===== src/hw/rtl/kcl_pkg.sv =====
package kcl_pkg;

  localparam int unsigned NumRegs   = 6;
  localparam int unsigned KeyW      = 5;
  localparam int unsigned CodeW     = 4;
  localparam int unsigned GrpW      = 3;
  localparam int unsigned AddrW     = 5;
  localparam int unsigned DataW     = 32;
  localparam int unsigned RegIdxW   = 3;

  typedef logic [KeyW-1:0]  key_t;
  typedef logic [CodeW-1:0] code_t;
  typedef logic [GrpW-1:0]  grp_t;

  // One key code per digit group: start key first, then the five digits.
  typedef code_t [NumRegs-1:0] code_regs_t;

  typedef enum logic [RegIdxW-1:0] {
    REG_START_KEY    = 3'd0,
    REG_DIGIT_ONE    = 3'd1,
    REG_DIGIT_TWO    = 3'd2,
    REG_DIGIT_THREE  = 3'd3,
    REG_DIGIT_FOUR   = 3'd4,
    REG_DIGIT_FIVE   = 3'd5
  } reg_idx_t;

  localparam key_t  KeyIdle   = 5'd31;
  localparam grp_t  LastGroup = 3'd5;
  localparam grp_t  FirstGroup = 3'd0;

  localparam code_t StartKeyReset = 4'd15;
  localparam code_t DigitOneReset = 4'd1;
  localparam code_t DigitTwoReset = 4'd2;
  localparam code_t DigitThreeReset = 4'd3;
  localparam code_t DigitFourReset = 4'd4;
  localparam code_t DigitFiveReset = 4'd5;

  // Key code that the given group waits for.
  function automatic code_t group_target(code_regs_t codes, grp_t grp);
    code_t res;
    case (grp)
      3'd0: res = codes[REG_START_KEY];
      3'd1: res = codes[REG_DIGIT_ONE];
      3'd2: res = codes[REG_DIGIT_TWO];
      3'd3: res = codes[REG_DIGIT_THREE];
      3'd4: res = codes[REG_DIGIT_FOUR];
      3'd5: res = codes[REG_DIGIT_FIVE];
      default: res = '0;
    endcase
    return res;
  endfunction

endpackage


===== src/hw/rtl/kcl_in_if.sv =====
interface kcl_in_if;
  logic              valid;
  logic              ready;
  kcl_pkg::key_t     key_code;
  logic              lock_button;

  modport source (output valid, output key_code, output lock_button, input ready);
  modport sink   (input valid, input key_code, input lock_button, output ready);
endinterface


===== src/hw/rtl/kcl_out_if.sv =====
interface kcl_out_if;
  logic valid;
  logic ready;
  logic indicator;
  logic door_open;

  modport source (output valid, output indicator, output door_open, input ready);
  modport sink   (input valid, input indicator, input door_open, output ready);
endinterface


===== src/hw/rtl/kcl_cfg_regs.sv =====
module kcl_cfg_regs (
  input  logic                         clk,
  input  logic                         rst_n,
  input  logic                         psel,
  input  logic                         penable,
  input  logic                         pwrite,
  input  logic [kcl_pkg::AddrW-1:0]    paddr,
  input  logic [kcl_pkg::DataW-1:0]    pwdata,
  output logic [kcl_pkg::DataW-1:0]    prdata,
  output logic                         pready,
  output kcl_pkg::code_regs_t          codes
);

  kcl_pkg::code_regs_t codes_r;
  logic [kcl_pkg::RegIdxW-1:0] reg_idx;
  logic wr_en;

  assign pready  = 1'b1;
  assign reg_idx = paddr[kcl_pkg::AddrW-1:2];
  assign wr_en   = psel && penable && pwrite && pready;
  assign codes   = codes_r;

  always_ff @(posedge clk) begin
    if (!rst_n) begin
      codes_r[kcl_pkg::REG_START_KEY]   <= kcl_pkg::StartKeyReset;
      codes_r[kcl_pkg::REG_DIGIT_ONE]   <= kcl_pkg::DigitOneReset;
      codes_r[kcl_pkg::REG_DIGIT_TWO]   <= kcl_pkg::DigitTwoReset;
      codes_r[kcl_pkg::REG_DIGIT_THREE] <= kcl_pkg::DigitThreeReset;
      codes_r[kcl_pkg::REG_DIGIT_FOUR]  <= kcl_pkg::DigitFourReset;
      codes_r[kcl_pkg::REG_DIGIT_FIVE]  <= kcl_pkg::DigitFiveReset;
    end else if (wr_en) begin
      case (reg_idx)
        kcl_pkg::REG_START_KEY:   codes_r[kcl_pkg::REG_START_KEY]   <= pwdata[kcl_pkg::CodeW-1:0];
        kcl_pkg::REG_DIGIT_ONE:   codes_r[kcl_pkg::REG_DIGIT_ONE]   <= pwdata[kcl_pkg::CodeW-1:0];
        kcl_pkg::REG_DIGIT_TWO:   codes_r[kcl_pkg::REG_DIGIT_TWO]   <= pwdata[kcl_pkg::CodeW-1:0];
        kcl_pkg::REG_DIGIT_THREE: codes_r[kcl_pkg::REG_DIGIT_THREE] <= pwdata[kcl_pkg::CodeW-1:0];
        kcl_pkg::REG_DIGIT_FOUR:  codes_r[kcl_pkg::REG_DIGIT_FOUR]  <= pwdata[kcl_pkg::CodeW-1:0];
        kcl_pkg::REG_DIGIT_FIVE:  codes_r[kcl_pkg::REG_DIGIT_FIVE]  <= pwdata[kcl_pkg::CodeW-1:0];
        default: ;
      endcase
    end
  end

  // Addresses past the last register read as zero.
  always_comb begin
    prdata = '0;
    case (reg_idx)
      kcl_pkg::REG_START_KEY:   prdata[kcl_pkg::CodeW-1:0] = codes_r[kcl_pkg::REG_START_KEY];
      kcl_pkg::REG_DIGIT_ONE:   prdata[kcl_pkg::CodeW-1:0] = codes_r[kcl_pkg::REG_DIGIT_ONE];
      kcl_pkg::REG_DIGIT_TWO:   prdata[kcl_pkg::CodeW-1:0] = codes_r[kcl_pkg::REG_DIGIT_TWO];
      kcl_pkg::REG_DIGIT_THREE: prdata[kcl_pkg::CodeW-1:0] = codes_r[kcl_pkg::REG_DIGIT_THREE];
      kcl_pkg::REG_DIGIT_FOUR:  prdata[kcl_pkg::CodeW-1:0] = codes_r[kcl_pkg::REG_DIGIT_FOUR];
      kcl_pkg::REG_DIGIT_FIVE:  prdata[kcl_pkg::CodeW-1:0] = codes_r[kcl_pkg::REG_DIGIT_FIVE];
      default: prdata = '0;
    endcase
  end

endmodule


===== src/hw/rtl/kcl_step.sv =====
module kcl_step (
  input  logic                clk,
  input  logic                rst_n,
  kcl_in_if.sink              in_bus,
  kcl_out_if.source           out_bus,
  input  kcl_pkg::code_regs_t codes
);

  typedef enum logic [4:0] {
    SUB_WAIT   = 5'b00001,
    SUB_PRESS  = 5'b00010,
    SUB_REL    = 5'b00100,
    SUB_LOCK   = 5'b01000,
    SUB_RELOCK = 5'b10000
  } sub_t;

  // Input stage.
  logic          in_vld_r;
  kcl_pkg::key_t key_r;
  logic          btn_r;

  // Sequence state; the levels double as the result register.
  sub_t          sub_r, sub_nxt;
  kcl_pkg::grp_t grp_r, grp_nxt;
  logic          ind_r, ind_nxt;
  logic          door_r, door_nxt;
  logic          out_vld_r;

  logic          fire;
  logic          in_take;
  logic          key_hit;
  kcl_pkg::code_t target;

  assign fire         = in_vld_r && (!out_vld_r || out_bus.ready);
  assign in_bus.ready = !in_vld_r || fire;
  assign in_take      = in_bus.valid && in_bus.ready;

  assign target  = kcl_pkg::group_target(codes, grp_r);
  assign key_hit = key_r == {1'b0, target};

  always_ff @(posedge clk) begin
    if (!rst_n) begin
      in_vld_r <= 1'b0;
    end else begin
      in_vld_r <= in_take || (in_vld_r && !fire);
    end
  end

  always_ff @(posedge clk) begin
    if (in_take) begin
      key_r <= in_bus.key_code;
      btn_r <= in_bus.lock_button;
    end
  end

  always_comb begin
    sub_nxt  = sub_r;
    grp_nxt  = grp_r;
    ind_nxt  = ind_r;
    door_nxt = door_r;
    case (sub_r)
      SUB_WAIT: begin
        if (key_hit) begin
          sub_nxt = SUB_PRESS;
          ind_nxt = 1'b1;
        end else if (key_r != kcl_pkg::KeyIdle) begin
          grp_nxt = kcl_pkg::FirstGroup;
        end
      end
      SUB_PRESS: begin
        sub_nxt = SUB_REL;
        ind_nxt = 1'b0;
        if (grp_r == kcl_pkg::LastGroup) begin
          door_nxt = 1'b1;
        end
      end
      SUB_REL: begin
        if (key_hit) begin
          sub_nxt = SUB_PRESS;
          ind_nxt = 1'b1;
        end else if (grp_r == kcl_pkg::LastGroup) begin
          sub_nxt = SUB_LOCK;
        end else begin
          sub_nxt = SUB_WAIT;
          grp_nxt = grp_r + 1'b1;
        end
      end
      SUB_LOCK: begin
        if (btn_r) begin
          sub_nxt  = SUB_RELOCK;
          door_nxt = 1'b0;
        end
      end
      SUB_RELOCK: begin
        sub_nxt = SUB_WAIT;
        grp_nxt = kcl_pkg::FirstGroup;
      end
      default: begin
        sub_nxt = SUB_WAIT;
        grp_nxt = kcl_pkg::FirstGroup;
      end
    endcase
  end

  always_ff @(posedge clk) begin
    if (!rst_n) begin
      sub_r     <= SUB_WAIT;
      grp_r     <= kcl_pkg::FirstGroup;
      ind_r     <= 1'b0;
      door_r    <= 1'b0;
      out_vld_r <= 1'b0;
    end else begin
      if (fire) begin
        sub_r  <= sub_nxt;
        grp_r  <= grp_nxt;
        ind_r  <= ind_nxt;
        door_r <= door_nxt;
      end
      out_vld_r <= fire || (out_vld_r && !out_bus.ready);
    end
  end

  assign out_bus.valid     = out_vld_r;
  assign out_bus.indicator = ind_r;
  assign out_bus.door_open = door_r;

`ifndef NO_ASSERTIONS
  a_fire_gives_beat: assert property (@(posedge clk) disable iff (!rst_n)
    fire |=> out_vld_r)
    else $error("processed item produced no result beat");

  a_ind_only_pressed: assert property (@(posedge clk) disable iff (!rst_n)
    ind_r == (sub_r == SUB_PRESS))
    else $error("indicator level disagrees with pressed state");

  a_door_state: assert property (@(posedge clk) disable iff (!rst_n)
    door_r |-> (sub_r == SUB_LOCK) ||
               ((grp_r == kcl_pkg::LastGroup) && ((sub_r == SUB_PRESS) || (sub_r == SUB_REL))))
    else $error("door open outside the final digit or lock wait");

  a_door_rise: assert property (@(posedge clk) disable iff (!rst_n)
    $rose(door_r) |-> (sub_r == SUB_REL) && (grp_r == kcl_pkg::LastGroup))
    else $error("door opened without release of the last digit");
`endif

endmodule


===== src/hw/rtl/keypad_combination_lock.sv =====
// Keypad combination lock. Each input beat carries one decoded keypad sample
// (key_code: 0-15 a key, 31 no key, anything else invalid) and the lock button,
// and yields exactly one result beat with the indicator and door levels after
// that sample. The unlock sequence is the start key followed by five code
// digits, each a press and a release; a repeated press of the same key is
// allowed, the idle code keeps the lock waiting, and any other wrong key
// returns it to the start. The door stays open until the lock button is seen.
// The start key and the five digits are registers 0 to 5 on the APB port at
// byte addresses 0x00 to 0x14 (reset 15, 1, 2, 3, 4, 5); only the low four
// bits of a write are kept. Write them only while no beat is in flight.
// Throughput is one beat per clock while the result side is ready: a sample
// is captured in an input register, and the sequence step is a single level
// of compare-and-select logic between that register and the state/result
// register, which offers the result once it is loaded.
// Back-pressure on the result side stalls the step, and the input register then
// holds one more beat.

module keypad_combination_lock (
  input  logic                         clk,
  input  logic                         rst_n,
  kcl_in_if.sink                       in_bus,
  kcl_out_if.source                    out_bus,
  input  logic                         psel,
  input  logic                         penable,
  input  logic                         pwrite,
  input  logic [kcl_pkg::AddrW-1:0]    paddr,
  input  logic [kcl_pkg::DataW-1:0]    pwdata,
  output logic [kcl_pkg::DataW-1:0]    prdata,
  output logic                         pready
);

  // Current combination, one four-bit key code per group.
  kcl_pkg::code_regs_t codes;

  kcl_cfg_regs u_cfg (
    .clk     (clk),
    .rst_n   (rst_n),
    .psel    (psel),
    .penable (penable),
    .pwrite  (pwrite),
    .paddr   (paddr),
    .pwdata  (pwdata),
    .prdata  (prdata),
    .pready  (pready),
    .codes   (codes)
  );

  // Sequence engine: input register, step logic and result register.
  kcl_step u_step (
    .clk     (clk),
    .rst_n   (rst_n),
    .in_bus  (in_bus),
    .out_bus (out_bus),
    .codes   (codes)
  );

endmodule


===== src/flat_wrapper.sv =====
// flat-port wrapper written by rule: the top's interface ports become plain ports
module keypad_combination_lock_flat 
  (clk, rst_n, psel, penable, pwrite, paddr, pwdata, prdata, pready, in_bus_valid, in_bus_key_code, in_bus_lock_button, in_bus_ready, out_bus_valid, out_bus_indicator, out_bus_door_open, out_bus_ready);
  kcl_in_if in_bus_i ();
  kcl_out_if out_bus_i ();
  input  logic clk;
  input  logic rst_n;
  input  logic psel;
  input  logic penable;
  input  logic pwrite;
  input  logic [kcl_pkg::AddrW-1:0] paddr;
  input  logic [kcl_pkg::DataW-1:0] pwdata;
  output logic [kcl_pkg::DataW-1:0] prdata;
  output logic pready;
  input wire logic [$bits(in_bus_i.valid)-1:0] in_bus_valid;
  input wire logic [$bits(in_bus_i.key_code)-1:0] in_bus_key_code;
  input wire logic [$bits(in_bus_i.lock_button)-1:0] in_bus_lock_button;
  output wire logic [$bits(in_bus_i.ready)-1:0] in_bus_ready;
  output wire logic [$bits(out_bus_i.valid)-1:0] out_bus_valid;
  output wire logic [$bits(out_bus_i.indicator)-1:0] out_bus_indicator;
  output wire logic [$bits(out_bus_i.door_open)-1:0] out_bus_door_open;
  input wire logic [$bits(out_bus_i.ready)-1:0] out_bus_ready;
  assign in_bus_i.valid = in_bus_valid;
  assign in_bus_i.key_code = in_bus_key_code;
  assign in_bus_i.lock_button = in_bus_lock_button;
  assign in_bus_ready = in_bus_i.ready;
  assign out_bus_valid = out_bus_i.valid;
  assign out_bus_indicator = out_bus_i.indicator;
  assign out_bus_door_open = out_bus_i.door_open;
  assign out_bus_i.ready = out_bus_ready;
  keypad_combination_lock u_core (.clk(clk), .rst_n(rst_n), .in_bus(in_bus_i), .out_bus(out_bus_i), .psel(psel), .penable(penable), .pwrite(pwrite), .paddr(paddr), .pwdata(pwdata), .prdata(prdata), .pready(pready));
endmodule

===== config.mk =====
export PLATFORM = sky130hd
export DESIGN_NAME = keypad_combination_lock_flat
export DESIGN_NICKNAME = d
export VERILOG_FILES = /design/src/hw/rtl/kcl_pkg.sv /design/src/hw/rtl/kcl_in_if.sv /design/src/hw/rtl/kcl_out_if.sv /design/src/hw/rtl/kcl_cfg_regs.sv /design/src/hw/rtl/kcl_step.sv /design/src/hw/rtl/keypad_combination_lock.sv /design/src/flat_wrapper.sv
export SDC_FILE = /design/constraint.sdc
export NUM_CORES = 1
export LEC_CHECK = 0
export ABC_AREA = 1
export BUFFER_PORTS_ARGS = -buffer_cell sky130_fd_sc_hd__buf_2
export CAP_MARGIN = 20
export CORE_ASPECT_RATIO = 2
export CORE_MARGIN = 5
export CORE_UTILIZATION = 45
export DETAILED_ROUTE_END_ITERATION = 16
export PLACE_DENSITY_LB_ADDON = 0.2
export REMOVE_ABC_BUFFERS = 1
export SYNTH_ARGS = -nofsm -noshare
export SYNTH_HDL_FRONTEND = slang
export SYNTH_SLANG_ARGS = --single-unit
export TNS_END_PERCENT = 100

===== constraint.sdc =====
create_clock -name clk -period 1.9 [get_ports clk]
set_input_delay 0.095 -clock clk [delete_from_list [all_inputs] [get_ports clk]]
set_output_delay 0.095 -clock clk [all_outputs]
set_load 0.05 [all_outputs]

==> results of run 1 <==
[final cells by class]
class                   count  area (µm²)  share of cell area [%]
multi-input cells         264        1461                   48.61
flip-flops and latches     42       908.4                   30.21
repair buffers             45       309.0                   10.28
inverters                  41       161.4                   5.368
clock buffers               7       86.33                   2.871
well taps                  60       75.07                   2.497
clock inverters             1       5.005                  0.1665
[per-layer routing]
layer / up-vias / wire length, µm
met5: - / 0
met1: 1006 / 2182
met4: 0 / 295
met3: 19 / 397
met2: 77 / 3354
li1: 1172 / -
[power groups by stage]
stage	Sequential (µW)	Clock (µW)	Combinational, µW
3_5_place_dp	967	0	452
5_1_grt	953	658	562
2_1_floorplan	968	0	336
3_3_place_gp	966	0	449
6_report	950	586	518
4_1_cts	948	610	497
[synth_stat cells (2+ instances only)]
master,number,share of area [%]
a21oi_1,11,2.2
a21oi_2,2,0.69
a221oi_1,2,0.69
a22o_1,2,0.69
a22oi_1,4,1.2
buf_2,2,0.39
buf_4,29,8.6
clkbuf_1,3,0.44
conb_1,2,0.30
dfxtp_1,36,28
edfxtp_1,6,7.1
ha_1,5,2.5
inv_1,35,5.2
inv_2,4,0.59
nand2_1,82,12
nand2_2,5,1.2
nand3_1,36,7.1
nand3_2,7,2.8
nand4_1,5,1.2
nor2_1,40,5.9
nor2_2,4,0.99
nor2_4,2,0.89
nor3_1,5,0.99
o21ai_0,17,3.4
[sequential cells by signal, indices dropped and copies added (netlist names)]
| signal | count |
|---|---|
| u_core.u_step.out_bus.door_open | 1 |
| u_core.u_step.sub_r | 5 |
| u_core.u_step.out_bus.valid | 1 |
| u_core.u_step.grp_r | 3 |
| u_core.u_step.btn_r | 1 |
| u_core.u_step.out_bus.indicator | 1 |
| u_core.u_step.key_r | 5 |
| u_core.u_cfg.codes | 24 |
| u_core.u_step.in_vld_r | 1 |
[worst max-delay path, stage by stage (launching register included)]
cell     delay [ps]
dfxtp_4         380
ha_4            170
ha_4            160
nand2_2          70
nand2_2          60
nor2_4          130
nand2_1          60
nand2_1          70
nand2_2          60
nor2_4          170
nand3_4         120
nand2_4          90
nand2_4          70
nand2_2          60
nand3_2          60
[kinds of logic after synthesis]
family | count (synthesis)
buffers and inverters | 77
AND/OR/NAND/NOR | 192
adder cells (fa/ha/maj) | 5
flip-flops | 42
other | 2
AO/OA/AOI/OAI | 38
[metrics by stage]
stage	setup slack, ps	area [µm²]	TNS [ps]	hold WS (ps)	util [%]
final	25.57	3007	0	58.39	54.99
after global routing	-102.6	3007	-589.4	81.96	54.99
after CTS	-2.347	2938	-2.347	44.67	53.73
after detailed placement	-120.5	2658	-880.1	273.1	48.60
after global placement	-101.5	2658	-673.6	272.5	48.60
after floorplan	77.77	2367	0	179.1	-
[how the worst max path moves through the flow]
stage / cells past startpoint / endpoint / slack, ps / start
floorplan: 13 / u_core.u_step.sub_r[1] / 80 / u_core.u_step.grp_r[2]
global placement: 13 / u_core.u_step.sub_r[1] / -100 / u_core.u_step.grp_r[0]
detailed placement: 13 / u_core.u_step.sub_r[1] / -120 / u_core.u_step.grp_r[0]
CTS: 14 / u_core.u_step.sub_r[0] / -2 / u_core.u_step.grp_r[1]
global route: 15 / u_core.u_step.sub_r[0] / -100 / u_core.u_step.grp_r[0]
finish: 14 / u_core.u_step.sub_r[0] / 30 / u_core.u_step.grp_r[0]
[what timing repair did]
action                     in CTS  in global routing
setup endpoints to repair       9                  9
pin swaps                      12                 24
hold buffers                    6                  0
hold endpoints to repair        6                  0
resized for setup              25                 21
buffers inserted                3                  0
==> results by group, run 1 <==
Detailed routing
  • Via Count: 2,274
  • Post-DRT Antenna Nets: 0
  • DR vias/cell: 4.943
  • Post-Route WL: 6230 µm
  • Avg WL per Cell: 13.54 µm
  • Drt drc: 0
  • Drt first pass iters: 4
  • Initial DRC Count: 82

Clocking
  • Root buf cell: clkbuf_8
  • TritonCTS Buffers: 5
  • Clock-pin slew on the worst setup and hold paths: 70 ps
  • CTS tree: done
  • Later-pin clock latency in the skew report: 290 ps
  • CTS sink cnt: 42
  • H-tree Lvls: 2
  • Clock Path Buffers: 2

Logic synthesis
  • EDFF count, synth: 6
  • Synthesized-area fraction occupied by adder cells: 2.467%
  • Compound-Gate Fraction of Synth Area: 8.781%
  • Mean Syn Cell Area: 7.124 µm²
  • Distinct cell type count after synthesis: 34
  • Syn Inst Count: 356
  • Top_reg_cell synth: dfxtp_1
  • #FFs+latches synth: 42
  • Post-synthesis mux area share: 0%
  • Simple-gate share of the synthesized area: 36.01%
  • Ys async rst share: 0%
  • Combinational family with the most area after synthesis: simple AND/OR/NAND/NOR gates
  • Synthesized cell area: 2536 µm²
  • Sequential area share after synthesis: 35.52%
  • YS warnings: 0
  • Post-Synth XOR/XNOR Area: 0%

Layout
  • Most common cell after layout, fill and taps aside: nand2_1
  • Layout net count: 454
  • Most frequent cells in the layout: 73 x nand2_1, 38 x nor2_1, 34 x dfxtp_1, 32 x inv_1, 32 x nand3_1
  • Fill cells: 515
  • Antenna diode count: 0
  • Area Overhead vs Synth: 18.55%
  • Layout cell share with drive strength beyond 1: 26.00%
  • Fin cells: 460

GRT
  • Initial antenna violation count: 0
  • Global-route wire length before repair: 10,190 µm
  • Largest net degree at the start of global routing: 32
  • GRT met1 Usage: 17.65%
  • Most crowded layer after global routing: met2
  • Gr ovfl total: 0
  • Met3 Usage GRT: 3.272%
  • Met2 usage: 32.08%
  • Global Route Usage Sum: 17.69%
  • Vias in the first global route: 2,126

Flow run
  • Max-cap violations: 0

Power
  • Clock share of power: 28.5%
  • Int Power: 1367 µW
  • NetSw: 686.7 µW
  • Switching Fraction: 33.43%
  • Sequential power share: 46.2%
  • Maximum vdd drop: 0.5680 mV
  • P per Cell Area: 683.1 nW/µm²
  • Combinational Power Share: 25.2%
  • Power, Total: 2054 µW
  • P_leak: 0.001484 µW

Timing
  • Post-layout min period: 1874 ps
  • Period utilization: 98.65%
  • Final Slew Violations: 0
  • F_max: 0.5335 GHz
  • Slew HR: 63.28%
  • Clock Skews: 4.554 ps
  • Worst Tran Pin Value: 550.7 ps
  • Unrepaired setup endpoints after global routing: true
  • Hold Fails Final Rpt: 0
  • Setup Viol. Count Final: 0

Worst setup path
  • Required @ worst endpoint: 2060 ps
  • R2r endpoint: u_core.u_step.sub_r[0]
  • Crit start category: register
  • CP arrival: 2030 ps
  • Reg2reg start: u_core.u_step.grp_r[0]
  • Worst-path fanout max: 5
  • Reg2reg setup slack: 30 ps
  • WS Path Type: reg -> reg
  • FF-to-FF path depth: 14
  • CP Capture Type: register

Floorplan
  • Die X: 63.09 µm
  • Starting Density: 46.38%
  • Die area: 7329 µm²
  • I/O pins: 87
  • Die span in y: 116.2 µm
  • Core ar.: 5468 µm²
  • Standard-cell row count: 38

Hold path
  • Worst Hold End: u_core.u_step.in_vld_r
  • Tightest Hold Check Type: in -> reg
  • Hold Startpoint: in_bus_valid
  • Hold path cells: 3

Status
  • Status: completed

Placement
  • Placer Congestion: 0.8762
  • Detailed Place HPWL: 4802 µm
  • Placed cell count: 443
  • IO Port Bufs: 27
No activity file was read; power rests on OpenSTA's default activity.
==> run 2: changes to the inputs <==
- CELL_PAD_IN_SITES_DETAIL_PLACEMENT: not set -> 1
- CELL_PAD_IN_SITES_GLOBAL_PLACEMENT: not set -> 2
- CORE_UTILIZATION: 45 -> 24
- clock period: 1.9 -> 1.51 ns (I/O delays scaled with it)
==> run 2 against run 1 <==
Compared with the run above:
- the run now ends with negative setup slack left
- fmax decreased by 1.5%
- first-iteration DRC count fell by 6.1%
- die area up 75%
- power up 47%
==> results by group, run 2 (same netlist as run 1, synthesis figures left out) <==
Status
  • Status: complete, but fails checks
  • Failing checks: negative setup slack

Timing
  • Setup Viol. Count Final: 10 (+10)
  • F_max: 0.5256 GHz (-1.5%)
  • Final worst slack: -392.6 ps (-418.2 ps)
  • Min Hold Slack: 37.60 ps (-20.79 ps)
  • Unrepaired setup endpoints after global routing: true
  • Hold Fails Final Rpt: 0 (unchanged)
  • Period utilization: 126.0% (+27 points)
  • Post-layout min period: 1903 ps (+28.19 ps)
  • Clock Skews: 7.719 ps (+3.166 ps)
  • Final Slew Violations: 0 (unchanged)

Clocking
  • CTS tree: done
  • Later-pin clock latency in the skew report: 300 ps (about the same)
  • CTS sink cnt: 42 (unchanged)
  • Clock-pin slew on the worst setup and hold paths: 60 ps (about the same)
  • Root buf cell: clkbuf_16
  • H-tree Lvls: 2 (unchanged)
  • Clock Path Buffers: 2 (unchanged)
  • TritonCTS Buffers: 5 (unchanged)

Worst setup path
  • R2r endpoint: u_core.u_step.sub_r[1]
  • Required @ worst endpoint: 1690 ps (-370 ps)
  • CP Capture Type: register
  • Max stage delay on crit path: 340 ps (-40 ps)
  • Worst-path fanout max: 5 (unchanged)
  • Reg2reg setup slack: -390 ps (-420 ps)
  • FF-to-FF path depth: 15 (+1)
  • Setup crit end: u_core.u_step.sub_r[1]
  • Crit start category: register
  • Most used cell along the critical path: nand2_2
  • CP arrival: 2080 ps (+50 ps)
  • Crit. Startpoint: u_core.u_step.grp_r[1]
  • CP cell instances: buf_6 -> ha_4 -> ha_4 -> nand2_2 -> nand2_2 -> nor2_2 -> nand2_1 -> nand2_1 -> nand2_2 -> nor2_4 -> nand3_2 -> nand2_2 -> nand2_4 -> nand2_1 -> a21oi_2
  • WS Path Type: reg -> reg
  • Worst path slowest cell: dfxtp_2
  • Reg2reg start: u_core.u_step.grp_r[1]

Power
  • P per Cell Area: 881.2 nW/µm² (+29%)
  • Maximum vdd drop: 0.3718 mV (-35%)
  • P_leak: 0.001666 µW (+12%)

Floorplan
  • Die span in y: 155.4 µm (+34%)
  • Core ar.: 10,410 µm² (+90%)
  • I/O pins: 87 (unchanged)
  • Standard-cell row count: 53 (+39%)
  • Die X: 82.69 µm (+31%)
  • Starting Density: 24.36% (-22 points)
  • Die area: 12,850 µm² (+75%)

Layout
  • Area Overhead vs Synth: 34.98%
  • Layout cell share with drive strength beyond 1: 33.56% (+7.6 points)
  • Fin util: 32.88% (-22 points)
  • Antenna diode count: 0 (unchanged)
  • Most frequent cells in the layout: 72 x nand2_1, 41 x buf_4, 38 x nor2_1, 33 x nand3_1, 32 x inv_1
  • Max reg flops: 24 (unchanged)
  • Most common cell after layout, fill and taps aside: nand2_1
  • Layout net count: 486 (+7.0%)

Detailed routing
  • Post-Route WL: 9014 µm (+45%)
  • Post-DRT Antenna Nets: 0 (unchanged)
  • Avg WL per Cell: 15.84 µm (+17%)
  • Drt drc: 0 (unchanged)
  • Initial DRC Count: 77 (-6.1%)
  • DR vias/cell: 4.359 (-12%)
  • Via Count: 2,480 (+9.1%)
  • Drt first pass iters: 4 (unchanged)

GRT
  • Global Route Usage Sum: 14.90% (-2.8 points)
  • Global-route wire length before repair: 13,990 µm (+37%)
  • Gr ovfl total: 0 (unchanged)
  • Vias in the first global route: 2,735 (+29%)
  • Initial antenna violation count: 0 (unchanged)
  • Largest net degree at the start of global routing: 21 (-34%)

Placement
  • Detailed Place HPWL: 7434 µm (+55%)
  • IO Port Bufs: 27 (unchanged)
  • Placer Congestion: 0.7604 (-13%)

Flow run
  • Max-cap violations: 0 (unchanged)

Hold path
  • Tightest Hold Check Type: in -> reg
-- run 2: cell count changes in the layout (fill, tap and decap cells not counted), moves of 2 or more --
cell	previous run	this run
a221oi_1	2	0
a221oi_2	0	2
buf_2	27	24
buf_4	8	41
buf_6	3	5
clkbuf_16	0	5
clkbuf_8	6	0
dfxtp_1	34	30
dfxtp_2	0	3
nand2_2	12	14
o21ai_0	16	14
o21ai_1	0	2
-- run 2: area by class of cell --
cell class                      instances  area (µm²)
Clock inverter                          3       21.27
Inverter                               41       160.2
Timing Repair Buffer                   77       559.3
Multi-Input combinational cell        264        1470
Tap cell                              137       171.4
Sequential cell                        42       915.9
Clock buffer                            5       125.1
Fill cell                            1324        6988
-- run 2: worst min-delay path by stage --
stage,startpoint,endpoint,slack [ps],depth (start not counted)
floorplan,rst_n,u_core.u_cfg.codes[12],160,1
global placement,in_bus_lock_button,u_core.u_step.btn_r,260,1
detailed placement,in_bus_key_code[2],u_core.u_step.key_r[2],250,1
CTS,in_bus_valid,u_core.u_step.in_vld_r,30,3
global route,in_bus_valid,u_core.u_step.in_vld_r,60,3
finish,in_bus_valid,u_core.u_step.in_vld_r,40,3
-- run 2: metal layers --
metal | part of all wire, % | up-vias | global-route usage, %
li1 | - | 1235 | -
met1 | 31 | 1196 | 12.58
met2 | 64 | 40 | 32.12
met3 | 2.4 | 9 | 2.260
met4 | 2.0 | 0 | 4.599
met5 | 0 | - | 0
-- run 2: report_power, final --
group	switching [µW]	internal (µW)	total, µW
Sequential	29.3	1160	1190
Combinational	493	213	706
Clock	505	614	1120
Total	1030	1990	3020
-- run 2: worst max-delay path: cells and delay by family, from the launching register on --
kind / cells / cell delay, ps
flip-flops: 1 / 340
buffers and inverters: 1 / 130
AND/OR/NAND/NOR: 11 / 920
adder cells (fa/ha/maj): 2 / 330
AO/OA/AOI/OAI: 1 / 50
-- run 2: what timing repair did --
| action | 4_1_cts | 5_1_grt |
|---|---|---|
| pin swaps | 20 | 6 |
| buffers inserted | 0 | 3 |
| hold buffers | 6 | 0 |
| hold endpoints to repair | 6 | 0 |
| resized for setup | 39 | 22 |
| setup endpoints to repair | 13 | 13 |
-- run 2: stage by stage --
step           instance area (µm²)  setup slack (ps)  total power (µW)  std cells  TNS, ps
2_1_floorplan                 2367            -312.2              1641        347    -4274
3_3_place_gp                  2982            -573.5              1844        552    -5057
3_5_place_dp                  2982            -615.7              1849        552    -5407
4_1_cts                       3346            -420.5              3044        566    -3585
5_1_grt                       3423            -511.9              3160        569    -4457
6_report                      3423            -392.6              3017        569    -3360
==> run 3: changes to the inputs <==
- CORE_UTILIZATION: 24 -> 27
- RECOVER_POWER: not set -> 50
- clock period: 1.51 -> 2 ns (I/O delays scaled with it)
==> run 3 against run 2 <==
Compared with the run above:
- the flow now finishes without violations
- register-to-register slack better by 510 ps
- combinational power down 31%
- sequential share of layout area up 3.0 points
- cell area down 11%
- final cell count down 11%
- largest cell class unchanged
- largest power group unchanged
==> results by group, run 3 (same netlist as run 1, synthesis figures left out) <==
Clocking
  • H-tree Lvls: 2 (unchanged)
  • Root buf cell: clkbuf_16
  • CTS tree: done
  • CTS sink cnt: 42 (unchanged)
  • TritonCTS Buffers: 5 (unchanged)
  • Clock-pin slew on the worst setup and hold paths: 60 ps (about the same)
  • Clock Path Buffers: 2 (unchanged)
  • Later-pin clock latency in the skew report: 290 ps (about the same)

Layout
  • Layout cell share with drive strength beyond 1: 22.50% (-11 points)
  • Fin util: 33.00% (+0.12 points)
  • Max reg flops: 24 (unchanged)
  • Antenna diode count: 0 (unchanged)
  • Fill cells: 1,174 (-11%)
  • Most common cell after layout, fill and taps aside: nand2_1
  • Area Overhead vs Synth: 20.47%
  • Most frequent cells in the layout: 75 x nand2_1, 39 x nor2_1, 36 x nand3_1, 33 x inv_1, 33 x dfxtp_1
  • Layout net count: 454 (-6.6%)

Worst setup path
  • CP Capture Type: register
  • R2r endpoint: u_core.u_step.sub_r[4]
  • Reg2reg start: u_core.u_step.grp_r[0]
  • WS Path Type: reg -> reg
  • FF-to-FF path depth: 14 (-1)
  • Worst-path fanout max: 5 (unchanged)
  • Required @ worst endpoint: 2160 ps (+470 ps)
  • CP arrival: 2040 ps (-40 ps)
  • Crit start category: register
  • Reg2reg setup slack: 120 ps (+510 ps)

Timing
  • Slew HR: 57.54%
  • Setup Viol. Count Final: 0 (-10)
  • Final TNS setup: 0 ps (+3360 ps)
  • Worst Tran Pin Value: 632.1 ps
  • Clock Skews: 6.699 ps (-1.020 ps)
  • Final worst slack: 116.3 ps (+509.0 ps)
  • Final Slew Violations: 0 (unchanged)
  • Post-layout min period: 1884 ps (-18.97 ps)
  • Hold Fails Final Rpt: 0 (unchanged)
  • Period utilization: 94.18% (-32 points)
  • Unrepaired setup endpoints after global routing: true
  • F_max: 0.5309 GHz (+1.0%)

GRT
  • Largest net degree at the start of global routing: 21 (unchanged)
  • Vias in the first global route: 2,466 (-9.8%)
  • Gr ovfl total: 0 (unchanged)
  • Global-route wire length before repair: 12,460 µm (-11%)
  • Global Route Usage Sum: 14.27% (-0.63 points)
  • Initial antenna violation count: 0 (unchanged)

Placement
  • Placer Congestion: 0.7796 (+2.5%)
  • IO Port Bufs: 27 (unchanged)
  • Detailed Place HPWL: 6474 µm (-13%)
  • Pre-CTS WS: -147.0 ps (+468.7 ps)

Detailed routing
  • Initial DRC Count: 45 (-42%)
  • Drt first pass iters: 4 (unchanged)
  • Avg WL per Cell: 15.88 µm (+0.27%)
  • Post-Route WL: 8006 µm (-11%)
  • Drt drc: 0 (unchanged)
  • DR vias/cell: 4.639 (+6.4%)
  • Via Count: 2,338 (-5.7%)
  • Post-DRT Antenna Nets: 0 (unchanged)

Floorplan
  • Standard-cell row count: 50 (-5.7%)
  • Die span in y: 147.1 µm (-5.4%)
  • I/O pins: 87 (unchanged)
  • Die X: 78.53 µm (-5.0%)
  • Die area: 11,550 µm² (-10%)
  • Core ar.: 9259 µm² (-11%)
  • Starting Density: 27.39% (+3.0 points)

Power
  • P_leak: 0.001478 µW (-11%)
  • Maximum vdd drop: 0.5457 mV (+47%)
  • P per Cell Area: 729.7 nW/µm² (-17%)

Hold path
  • Tightest Hold Check Type: in -> reg
  • Hold Startpoint: in_bus_valid
  • Worst Hold End: u_core.u_step.in_vld_r
  • Hold path cells: 3 (unchanged)

Status
  • Status: completed

Flow run
  • Max-cap violations: 0 (unchanged)
==> run 3: cell count changes in the layout (fill, tap and decap cells not counted), sizes merged <==
cell	delta
clkbuf	+6
buf	-37
clkinv	-1
==> run 3: layout make-up <==
type                    instances  area [µm²]  share of cell area (%)
clock inverters                 2       12.51                  0.4095
well taps                     104       130.1                   4.259
clock buffers                   6       138.9                   4.545
inverters                      41       161.4                   5.283
multi-input cells             264        1419                   46.44
repair buffers                 45       284.0                   9.296
flip-flops and latches         42       909.6                   29.77
==> run 3: layer usage <==
metal / GRT usage (%) / vias up / part of all wire [%] / routed length (µm)
met1: 12.53 / 1106 / 34 / 2747
met3: 1.902 / 12 / 2.6 / 209
met2: 29.64 / 48 / 60 / 4781
li1: - / 1172 / - / -
met5: 0 / - / 0 / 0
met4: 7.093 / 0 / 3.4 / 269
==> run 3: repair_timing <==
item                                    in CTS  in global routing
endpoints found under the setup margin       9                  9
buffers inserted                             1                  0
hold buffers                                 6                  0
endpoints found under the hold margin        6                  0
resized for setup                           19                 13
pin swaps                                    5                  8
==> run 3: worst max-delay path: stages, from the launching register on <==
cell and delay (ps):
dfxtp_4 380, ha_4 170, ha_4 170, nand2_1 70, nand2_2 80, nor2_4 110, nand2_2 60, nand2_1 80
nand2_2 60, nor2_4 130, nand3_2 120, nand2_2 100, nand2_4 80, nand2_1 70, a21oi_1 60
==> run 3: metrics by stage <==
stage	instance area [µm²]	power, µW	cells	hold slack, ps
after CTS	3028	2253	504	61.38
after global routing	3055	2335	504	89.72
after floorplan	2367	1239	347	184.1
after detailed placement	2728	1368	489	278.4
final	3055	2229	504	66.38
after global placement	2728	1362	489	277.9
==> run 3: worst max path at each step <==
stage	from	end	cells past startpoint	slack, ps
2_1_floorplan	u_core.u_step.grp_r[2]	u_core.u_step.sub_r[1]	13	180
3_3_place_gp	u_core.u_step.grp_r[0]	u_core.u_step.sub_r[1]	13	-100
3_5_place_dp	u_core.u_step.grp_r[0]	u_core.u_step.sub_r[1]	13	-150
4_1_cts	u_core.u_step.grp_r[0]	u_core.u_step.sub_r[0]	14	6
5_1_grt	u_core.u_step.grp_r[0]	u_core.u_step.sub_r[3]	15	-7
6_report	u_core.u_step.grp_r[0]	u_core.u_step.sub_r[4]	14	120
==> run 3: power breakdown <==
part,switching (µW),total (µW),internal (µW)
Sequential,25.7,905,880
Clock,344,839,495
Combinational,351,485,134
Total,721,2230,1510
